**src/hdl/single_float_add_sub_core_macros.svh**
```systemverilog
// ---------------------------------------------------------------------------
// Assertion macros for the single float add/sub core
// Checks compile away when SYNTHESIS is defined.
// ---------------------------------------------------------------------------
`ifndef SINGLE_FLOAT_ADD_SUB_CORE_MACROS_SVH
`define SINGLE_FLOAT_ADD_SUB_CORE_MACROS_SVH
`ifndef SYNTHESIS
`define SFAS_ASSERT_IMPL(label, clk, rst, ante, cons) \
  label: assert property (@(posedge clk) disable iff (rst) (ante) |-> (cons)) \
    else $error("assertion failed");
`define SFAS_ASSERT_NEXT(label, clk, rst, ante, cons) \
  label: assert property (@(posedge clk) disable iff (rst) (ante) |=> (cons)) \
    else $error("assertion failed");
`else
`define SFAS_ASSERT_IMPL(label, clk, rst, ante, cons)
`define SFAS_ASSERT_NEXT(label, clk, rst, ante, cons)
`endif
`endif

```
**src/hdl/sfas_pkg.sv**
```systemverilog
// ---------------------------------------------------------------------------
// sfas_pkg
// Types and constants shared by the float add/sub core.
// ---------------------------------------------------------------------------
`timescale 1ns / 1ps
package sfas_pkg;
  localparam logic [22:0] FRAC_MASK = 23'h7FFFFF;
  localparam logic [7:0]  EXP_INF   = 8'hFF;

  typedef struct packed {
    logic        req_type;
    logic [31:0] a_bits;
    logic [31:0] b_bits;
  } in_word_t;

  typedef struct packed {
    logic [31:0] result_bits;
    logic        overflow;
    logic        underflow;
  } out_word_t;

  typedef struct packed {
    logic load;
    logic align;
    logic combine;
    logic norm;
    logic pack;
  } sfas_cmd_t;

  typedef struct packed {
    logic norm_done;
  } sfas_sts_t;
endpackage

```
**src/hdl/sfas_datapath.sv**
```systemverilog
// ---------------------------------------------------------------------------
// sfas_datapath
// Align, combine, normalize and pack steps under controller command.
// ---------------------------------------------------------------------------
`timescale 1ns / 1ps
`include "single_float_add_sub_core_macros.svh"
module sfas_datapath
  import sfas_pkg::*;
(
  input  logic      clk,
  input  logic      rst,
  input  sfas_cmd_t cmd,
  output sfas_sts_t sts,
  input  in_word_t  in_word,
  output out_word_t out_word
);
  logic        sa, sb, sign;
  logic [7:0]  ea, eb;
  logic [23:0] fa, fb;
  logic [24:0] mag;
  logic signed [9:0] exp;
  logic [4:0]  lz;
  logic [4:0]  sh;
  logic [8:0]  diff;
  logic [24:0] mag_shl;

  always_comb begin
    lz = 5'd0;
    for (int i = 0; i < 24; i++) begin
      if (mag[i]) lz = 5'(23 - i);
    end
    mag_shl = mag << lz;
  end

  always_comb begin
    diff = (ea > eb) ? ({1'b0, ea} - {1'b0, eb}) : ({1'b0, eb} - {1'b0, ea});
    sh = (diff >= 9'd25) ? 5'd25 : diff[4:0];
  end

  assign sts.norm_done = 1'b1;

  always_ff @(posedge clk) begin
    if (cmd.load) begin
      sa <= in_word.a_bits[31];
      sb <= in_word.b_bits[31] ^ in_word.req_type;
      ea <= in_word.a_bits[30:23];
      eb <= in_word.b_bits[30:23];
      fa <= {1'b1, in_word.a_bits[22:0]};
      fb <= {1'b1, in_word.b_bits[22:0]};
    end
    if (cmd.align) begin
      if (ea > eb) begin
        fb  <= (sh == 5'd25) ? 24'd0 : fb >> sh;
        exp <= 10'(ea);
      end else begin
        fa  <= (sh == 5'd25) ? 24'd0 : fa >> sh;
        exp <= 10'(eb);
      end
    end
    if (cmd.combine) begin
      if (sa == sb) begin
        mag <= {1'b0, fa} + {1'b0, fb};
        sign <= sa;
      end else if (fa > fb) begin
        mag <= {1'b0, fa - fb};
        sign <= sa;
      end else begin
        mag <= {1'b0, fb - fa};
        sign <= sb;
      end
    end
    if (cmd.norm && mag != 25'd0) begin
      if (mag[24]) begin
        mag <= mag >> 1;
        exp <= exp + 10'sd1;
      end else begin
        mag <= mag_shl;
        exp <= exp - 10'(lz);
      end
    end
    if (rst) begin
      out_word <= '0;
    end else if (cmd.pack) begin
      out_word.overflow  <= 1'b0;
      out_word.underflow <= 1'b0;
      if (mag == 25'd0) begin
        out_word.result_bits <= 32'd0;
      end else if (exp > 10'sd254) begin
        out_word.result_bits <= {sign, EXP_INF, 23'd0};
        out_word.overflow    <= 1'b1;
      end else if (exp < 10'sd1) begin
        out_word.result_bits <= {sign, 31'd0};
        out_word.underflow   <= 1'b1;
      end else begin
        out_word.result_bits <= {sign, exp[7:0], mag[22:0] & FRAC_MASK};
      end
    end
  end

  `SFAS_ASSERT_IMPL(a_flags_excl, clk, rst, 1'b1, !(out_word.overflow && out_word.underflow))
  `SFAS_ASSERT_NEXT(a_norm_top, clk, rst, cmd.norm && mag != 25'd0, mag[23] && !mag[24])
  `SFAS_ASSERT_IMPL(a_one_cmd, clk, rst, 1'b1, $onehot0(cmd))
endmodule

```
**src/hdl/sfas_ctrl.sv**
```systemverilog
// ---------------------------------------------------------------------------
// sfas_ctrl
// Sequences load, align, combine, normalize, pack and output handshake.
// ---------------------------------------------------------------------------
`timescale 1ns / 1ps
`include "single_float_add_sub_core_macros.svh"
module sfas_ctrl
  import sfas_pkg::*;
(
  input  logic      clk,
  input  logic      rst,
  input  logic      in_valid,
  output logic      in_stall,
  output logic      out_valid,
  input  logic      out_stall,
  input  sfas_sts_t sts,
  output sfas_cmd_t cmd
);
  typedef enum logic [2:0] {IDLE, ALIGN, COMB, NORM, PACK, DONE} state_t;
  state_t state;

  assign in_stall = !(state == IDLE || (state == DONE && !out_stall));
  assign out_valid = (state == DONE);

  always_comb begin
    cmd = '0;
    cmd.load    = in_valid && !in_stall;
    cmd.align   = (state == ALIGN);
    cmd.combine = (state == COMB);
    cmd.norm    = (state == NORM);
    cmd.pack    = (state == PACK);
  end

  always_ff @(posedge clk) begin
    if (rst) begin
      state <= IDLE;
    end else begin
      unique case (state)
        IDLE:  if (in_valid) state <= ALIGN;
        ALIGN: state <= COMB;
        COMB:  state <= NORM;
        NORM:  if (sts.norm_done) state <= PACK;
        PACK:  state <= DONE;
        DONE:  if (!out_stall) state <= in_valid ? ALIGN : IDLE;
        default: state <= IDLE;
      endcase
    end
  end

  `SFAS_ASSERT_NEXT(a_pack_done, clk, rst, state == PACK, state == DONE)
  `SFAS_ASSERT_IMPL(a_no_load_busy, clk, rst, cmd.load, state == IDLE || state == DONE)
  `SFAS_ASSERT_NEXT(a_load_align, clk, rst, cmd.load, state == ALIGN)
endmodule

```
**src/hdl/single_float_add_sub_core.sv**
```systemverilog
// Single-precision add/subtract with truncation. One word at a time: an
// accepted word passes through the align, combine, normalize and pack
// states before its result is offered, as set by the controller sequence;
// a new word is taken in the cycle its predecessor's result is taken.
// ---------------------------------------------------------------------------
// single_float_add_sub_core
// Top level: controller plus datapath.
// ---------------------------------------------------------------------------
`timescale 1ns / 1ps
module single_float_add_sub_core
  import sfas_pkg::*;
(
  input  logic      clk,
  input  logic      rst,
  input  logic      in_valid,
  output logic      in_stall,
  input  in_word_t  in_data,
  output logic      out_valid,
  input  logic      out_stall,
  output out_word_t out_data
);
  sfas_cmd_t cmd;
  sfas_sts_t sts;

  sfas_ctrl u_ctrl (
    .clk(clk), .rst(rst), .in_valid(in_valid), .in_stall(in_stall),
    .out_valid(out_valid), .out_stall(out_stall), .sts(sts), .cmd(cmd)
  );

  sfas_datapath u_dp (
    .clk(clk), .rst(rst), .cmd(cmd), .sts(sts),
    .in_word(in_data), .out_word(out_data)
  );
endmodule
```
**config.mk**
```make
export PLATFORM = sky130hd
export DESIGN_NAME = single_float_add_sub_core
export DESIGN_NICKNAME = d
export VERILOG_FILES = /design/src/hdl/sfas_pkg.sv /design/src/hdl/sfas_datapath.sv /design/src/hdl/sfas_ctrl.sv /design/src/hdl/single_float_add_sub_core.sv
export VERILOG_INCLUDE_DIRS = /design/src /design/src/hdl
export SDC_FILE = /design/constraint.sdc
export NUM_CORES = 1
export LEC_CHECK = 0
export BUFFER_PORTS_ARGS = -buffer_cell sky130_fd_sc_hd__buf_2
export CELL_PAD_IN_SITES_DETAIL_PLACEMENT = 1
export CELL_PAD_IN_SITES_GLOBAL_PLACEMENT = 2
export CORE_MARGIN = 1
export CORE_UTILIZATION = 30
export DETAILED_ROUTE_END_ITERATION = 8
export PLACE_DENSITY_LB_ADDON = 0.1
export SETUP_SLACK_MARGIN = 0.5
export SYNTH_ARGS = -nofsm -noshare
export SYNTH_HDL_FRONTEND = slang
export SYNTH_SLANG_ARGS = --single-unit
```
**constraint.sdc**
```tcl
create_clock -name clk -period 5.11 [get_ports clk]
set_input_delay 1.022 -clock clk [delete_from_list [all_inputs] [get_ports clk]]
set_output_delay 1.022 -clock clk [all_outputs]
set_load 0.1 [all_outputs]
```
==> impl_metrics.env <==
export IMPL_status="complete, no violations"
export IMPL_drt_total_wl_um=63050
export IMPL_r2r_end="u_dp.mag[21]$_DFFE_PP_"
export IMPL_wl_per_cell_um=25.34
export IMPL_viasPerCell=5.747
export IMPL_relSlewSlack_pct=25.68
export IMPL_die_w_um=217.8
export IMPL_timing_final_ws_setup_ns=0.6536
export IMPL_critPathMaxFanout=10
export IMPL_nNetsFinal=2045
export IMPL_cts_htree_levels=4
export IMPL_start_util_pct=30.59
export IMPL_tns_ns=0
export IMPL_grt_busiest_layer="met2"
export IMPL_placementRows=78
export IMPL_tightest_slew_ns=1.109
export IMPL_endpoint_kind="flop"
export IMPL_post_synth_cell_area_avg_sq_um=7.903
export IMPL_grt_max_degree=64
export IMPL_place_worst_setup_slack_ns=-0.04672
export IMPL_grt_pass1_vias=14690
export IMPL_cts_hold_buf=0
export IMPL_drc=0
export IMPL_drtIter0Drc=862
export IMPL_overflow=0
export IMPL_drive_gt1_share_pct=16.63
export IMPL_finalCritPeriodShare_pct=87.21
export IMPL_endpoint="u_dp.mag[21]$_DFFE_PP_"
export IMPL_dieArea_sq_um=47440
export IMPL_critPathLaunchType="flop"
export IMPL_rsz0062_at_grt="no"
export IMPL_synthesis_nets=1938
export IMPL_path_class="reg -> reg"
export IMPL_r2r_slack_ns=0.65
export IMPL_r2r_start="u_dp.fb[16]$_DFF_P_"
export IMPL_fin_area_sq_um=16320
export IMPL_clk_pin_slew_worst_paths_ns=0.07
export IMPL_layout_min_cycle_time_ns=4.456
export IMPL_startpoint="u_dp.fb[16]$_DFF_P_"
export IMPL_slew_viol_final=0
export IMPL_ys_seq_area_share_pct=24.07
export IMPL_power_mw=9.443
export IMPL_skew_ns=0.02222
export IMPL_cts_buffer_depth=2
export IMPL_async_flop_share_pct=0
export IMPL_synth_warning_count=0
export IMPL_syn_to_final_growth_pct=16.82
export IMPL_synth_edf_count=58
export IMPL_root_buffer="clkbuf_16"
export IMPL_fillCellCount=5516
export IMPL_tritoncts_num_buffers=17
export IMPL_ir_drop_mv=0.2208
export IMPL_r2r_cells=15
export IMPL_critPathRequiredTime_ns=5.34
export IMPL_cap_violations=0
export IMPL_io_buffers=104
export IMPL_clock_sinks=139
export IMPL_drtAntennaViolNets=0
export IMPL_globalRouteTotalUtil_pct=26.35
export IMPL_pin_count=105
export IMPL_die_y_um=217.8
export IMPL_yosys_register_bits=139
export IMPL_hold_viol_final=0
export IMPL_core_area_sq_um=45670
export IMPL_antenna_found_initial=0
export IMPL_cts_tree="built"
export IMPL_clock_fmax_ghz=0.2244
export IMPL_gp_congestion=0.8981
export IMPL_grt_use_met3_pct=3.110
export IMPL_num_vias=14300
export IMPL_met2_usage_pct=43.37
export IMPL_grt_pass1_wl_um=93890
export IMPL_syn_area_sq_um=13970
export IMPL_p_leak_nw=6.860
export IMPL_dp_hpwl_um=48350
export IMPL_setup_viol=0
export IMPL_clock_latency_ns=0.50
export IMPL_power_density_nw_per_um2=578.6
export IMPL_cp_data_arrival_time_ns=4.69
export IMPL_hold_class="reg -> reg"
export IMPL_synth_main_ff_cell="dfxtp_1"
export IMPL_diodes=0
export IMPL_ys_types=96
export IMPL_grt_util_met1_pct=34.81
export IMPL_hold_ws_ns=0.4537
export IMPL_dpl_cell_area_sq_um=15380
export IMPL_dr_pass1_iters=5
export IMPL_synthesis_instances=1768
==> worst min-delay path by stage <==
stage / from / to / slack, ns / cells after the start
after global routing: u_dp.out_word[28]$_SDFFE_PP0P_ / u_dp.out_word[28]$_SDFFE_PP0P_ / 0.48 / 2
after global placement: u_dp.out_word[32]$_SDFFE_PP0P_ / u_dp.out_word[32]$_SDFFE_PP0P_ / 0.44 / 2
after detailed placement: u_dp.out_word[32]$_SDFFE_PP0P_ / u_dp.out_word[32]$_SDFFE_PP0P_ / 0.45 / 2
after CTS: u_dp.out_word[32]$_SDFFE_PP0P_ / u_dp.out_word[32]$_SDFFE_PP0P_ / 0.46 / 2
final: u_dp.out_word[32]$_SDFFE_PP0P_ / u_dp.out_word[32]$_SDFFE_PP0P_ / 0.45 / 2
after floorplan: u_dp.fa[8]$_DFF_P_ / u_dp.fa[8]$_DFF_P_ / 0.50 / 2
==> layer usage <==
metal  vias to the layer above  wire [um]
li1                       6728          -
met5                         -          0
met2                       294      30120
met1                      7181      29060
met4                         0       1963
met3                        95       1913
==> layout make-up <==
class | instances | area (sq um) | area share (%)
clock buffers | 23 | 543.0 | 3.327
clock inverters | 9 | 93.84 | 0.5749
inverters | 118 | 444.2 | 2.721
multi-input cells | 1404 | 9842 | 60.30
flip-flops and latches | 139 | 3377 | 20.69
well taps | 600 | 750.7 | 4.599
repair buffers | 195 | 1271 | 7.788
==> synthesized netlist by cell type (all sizes together) (9+ instances only) <==
master	count	share of area, %
nand2b	12	0.54
mux2	13	1.1
and2	10	0.45
nand3	30	1.1
nor4	12	0.69
o21ai	101	3.6
or3	9	0.40
ha	95	8.5
xor2	14	0.93
nor2b	23	1.0
dfxtp	81	12
a31oi	28	1.3
o211ai	19	1.0
nor2	165	4.5
mux2i	154	11
xnor2	25	1.6
o21bai	14	0.75
a22oi	33	1.8
inv	117	3.1
or2	9	0.40
a21o	32	1.7
nand2	157	4.2
edfxtp	58	12
nand4	16	0.72
o22ai	28	1.3
o21a	9	0.48
clkbuf	76	2.0
a21oi	170	6.3
a211oi	33	1.8
a221oi	9	0.61
nor3	36	1.3
and3	15	0.67
a32oi	11	0.69
o221ai	18	1.2
buf	31	1.5
==> where the power goes <==
part	leakage [nW]	switching (mW)	internal (mW)
Combinational	5.32	3.76	2.27
Clock	0.315	0.577	0.803
Sequential	1.22	0.527	1.51
Total	6.86	4.86	4.58
==> critical path, cell delays in order, from the launching register on <==
cell and delay (ns):
dfxtp_2 0.49, inv_1 0.11, ha_1 0.45, nand4_1 0.29, or4_4 0.52, nor3_4 0.25
nand2b_1 0.16, o22ai_1 0.19, nor2_2 0.18, buf_4 0.13, buf_4 0.19, mux2i_1 0.13
a31oi_1 0.39, o311ai_2 0.20, and3_1 0.22, o31a_1 0.27
==> state kept, by name (all words and copies together), names as in the netlist <==
register and cells:
u_dp.fb 24, u_dp.eb 8, u_dp.ea 8, u_dp.fa 24, u_ctrl.state 3, u_dp.sign 1
u_dp.mag 25, u_dp.sb 1, u_dp.exp 10, u_dp.out_word 34, u_dp.sa 1
==> stage by stage <==
stage | util (%) | std cells
floorplan | - | 1768
global placement | 33.67 | 2434
detailed placement | 33.67 | 2434
CTS | 35.18 | 2469
global route | 35.74 | 2488
finish | 35.74 | 2488
==> cell families (layout without fill, tap and decap cells) <==
| logic type | count (synthesis) | in the layout | share of synthesized area [%] |
|---|---|---|---|
| buf+inv | 225 | 345 | 6.707 |
| fa+ha+maj | 101 | 101 | 9.367 |
| compound gates | 590 | 590 | 28.45 |
| mux | 167 | 167 | 12.16 |
| simple gates | 507 | 507 | 16.69 |
| flops | 139 | 139 | 24.07 |
| xor+xnor | 39 | 39 | 2.552 |
==> layout by cell type, fill, tap and decap left out, drive strengths merged, types with 6 or more instances in the layout <==
cell type / n
nand2b: 12
o21ai: 101
nor2b: 23
and3: 15
a211oi: 33
xor2: 14
o221ai: 18
a21oi: 170
a32oi: 11
clkbuf: 25
inv: 119
mux2: 13
a22oi: 33
dfxtp: 81
fa: 6
o22ai: 28
nand4: 16
mux2i: 154
o21bai: 14
a21o: 32
nor3: 36
or2: 9
edfxtp: 58
o31ai: 8
clkinv: 7
xnor2: 25
or3: 9
o21a: 9
a221oi: 9
a31oi: 28
nor4: 12
and2: 10
nor2: 165
nand2: 157
buf: 193
nand3: 30
o211ai: 19
ha: 95
==> repair_timing <==
| action | 4_1_cts | 5_1_grt |
|---|---|---|
| pin swaps | 2 | 6 |
| gates cloned | 0 | 3 |
| setup buffers | 3 | 16 |
| resized for setup | 11 | 23 |
| endpoints found under the setup margin | 16 | 41 |
Note: power is estimated with default switching activity, not from simulation.
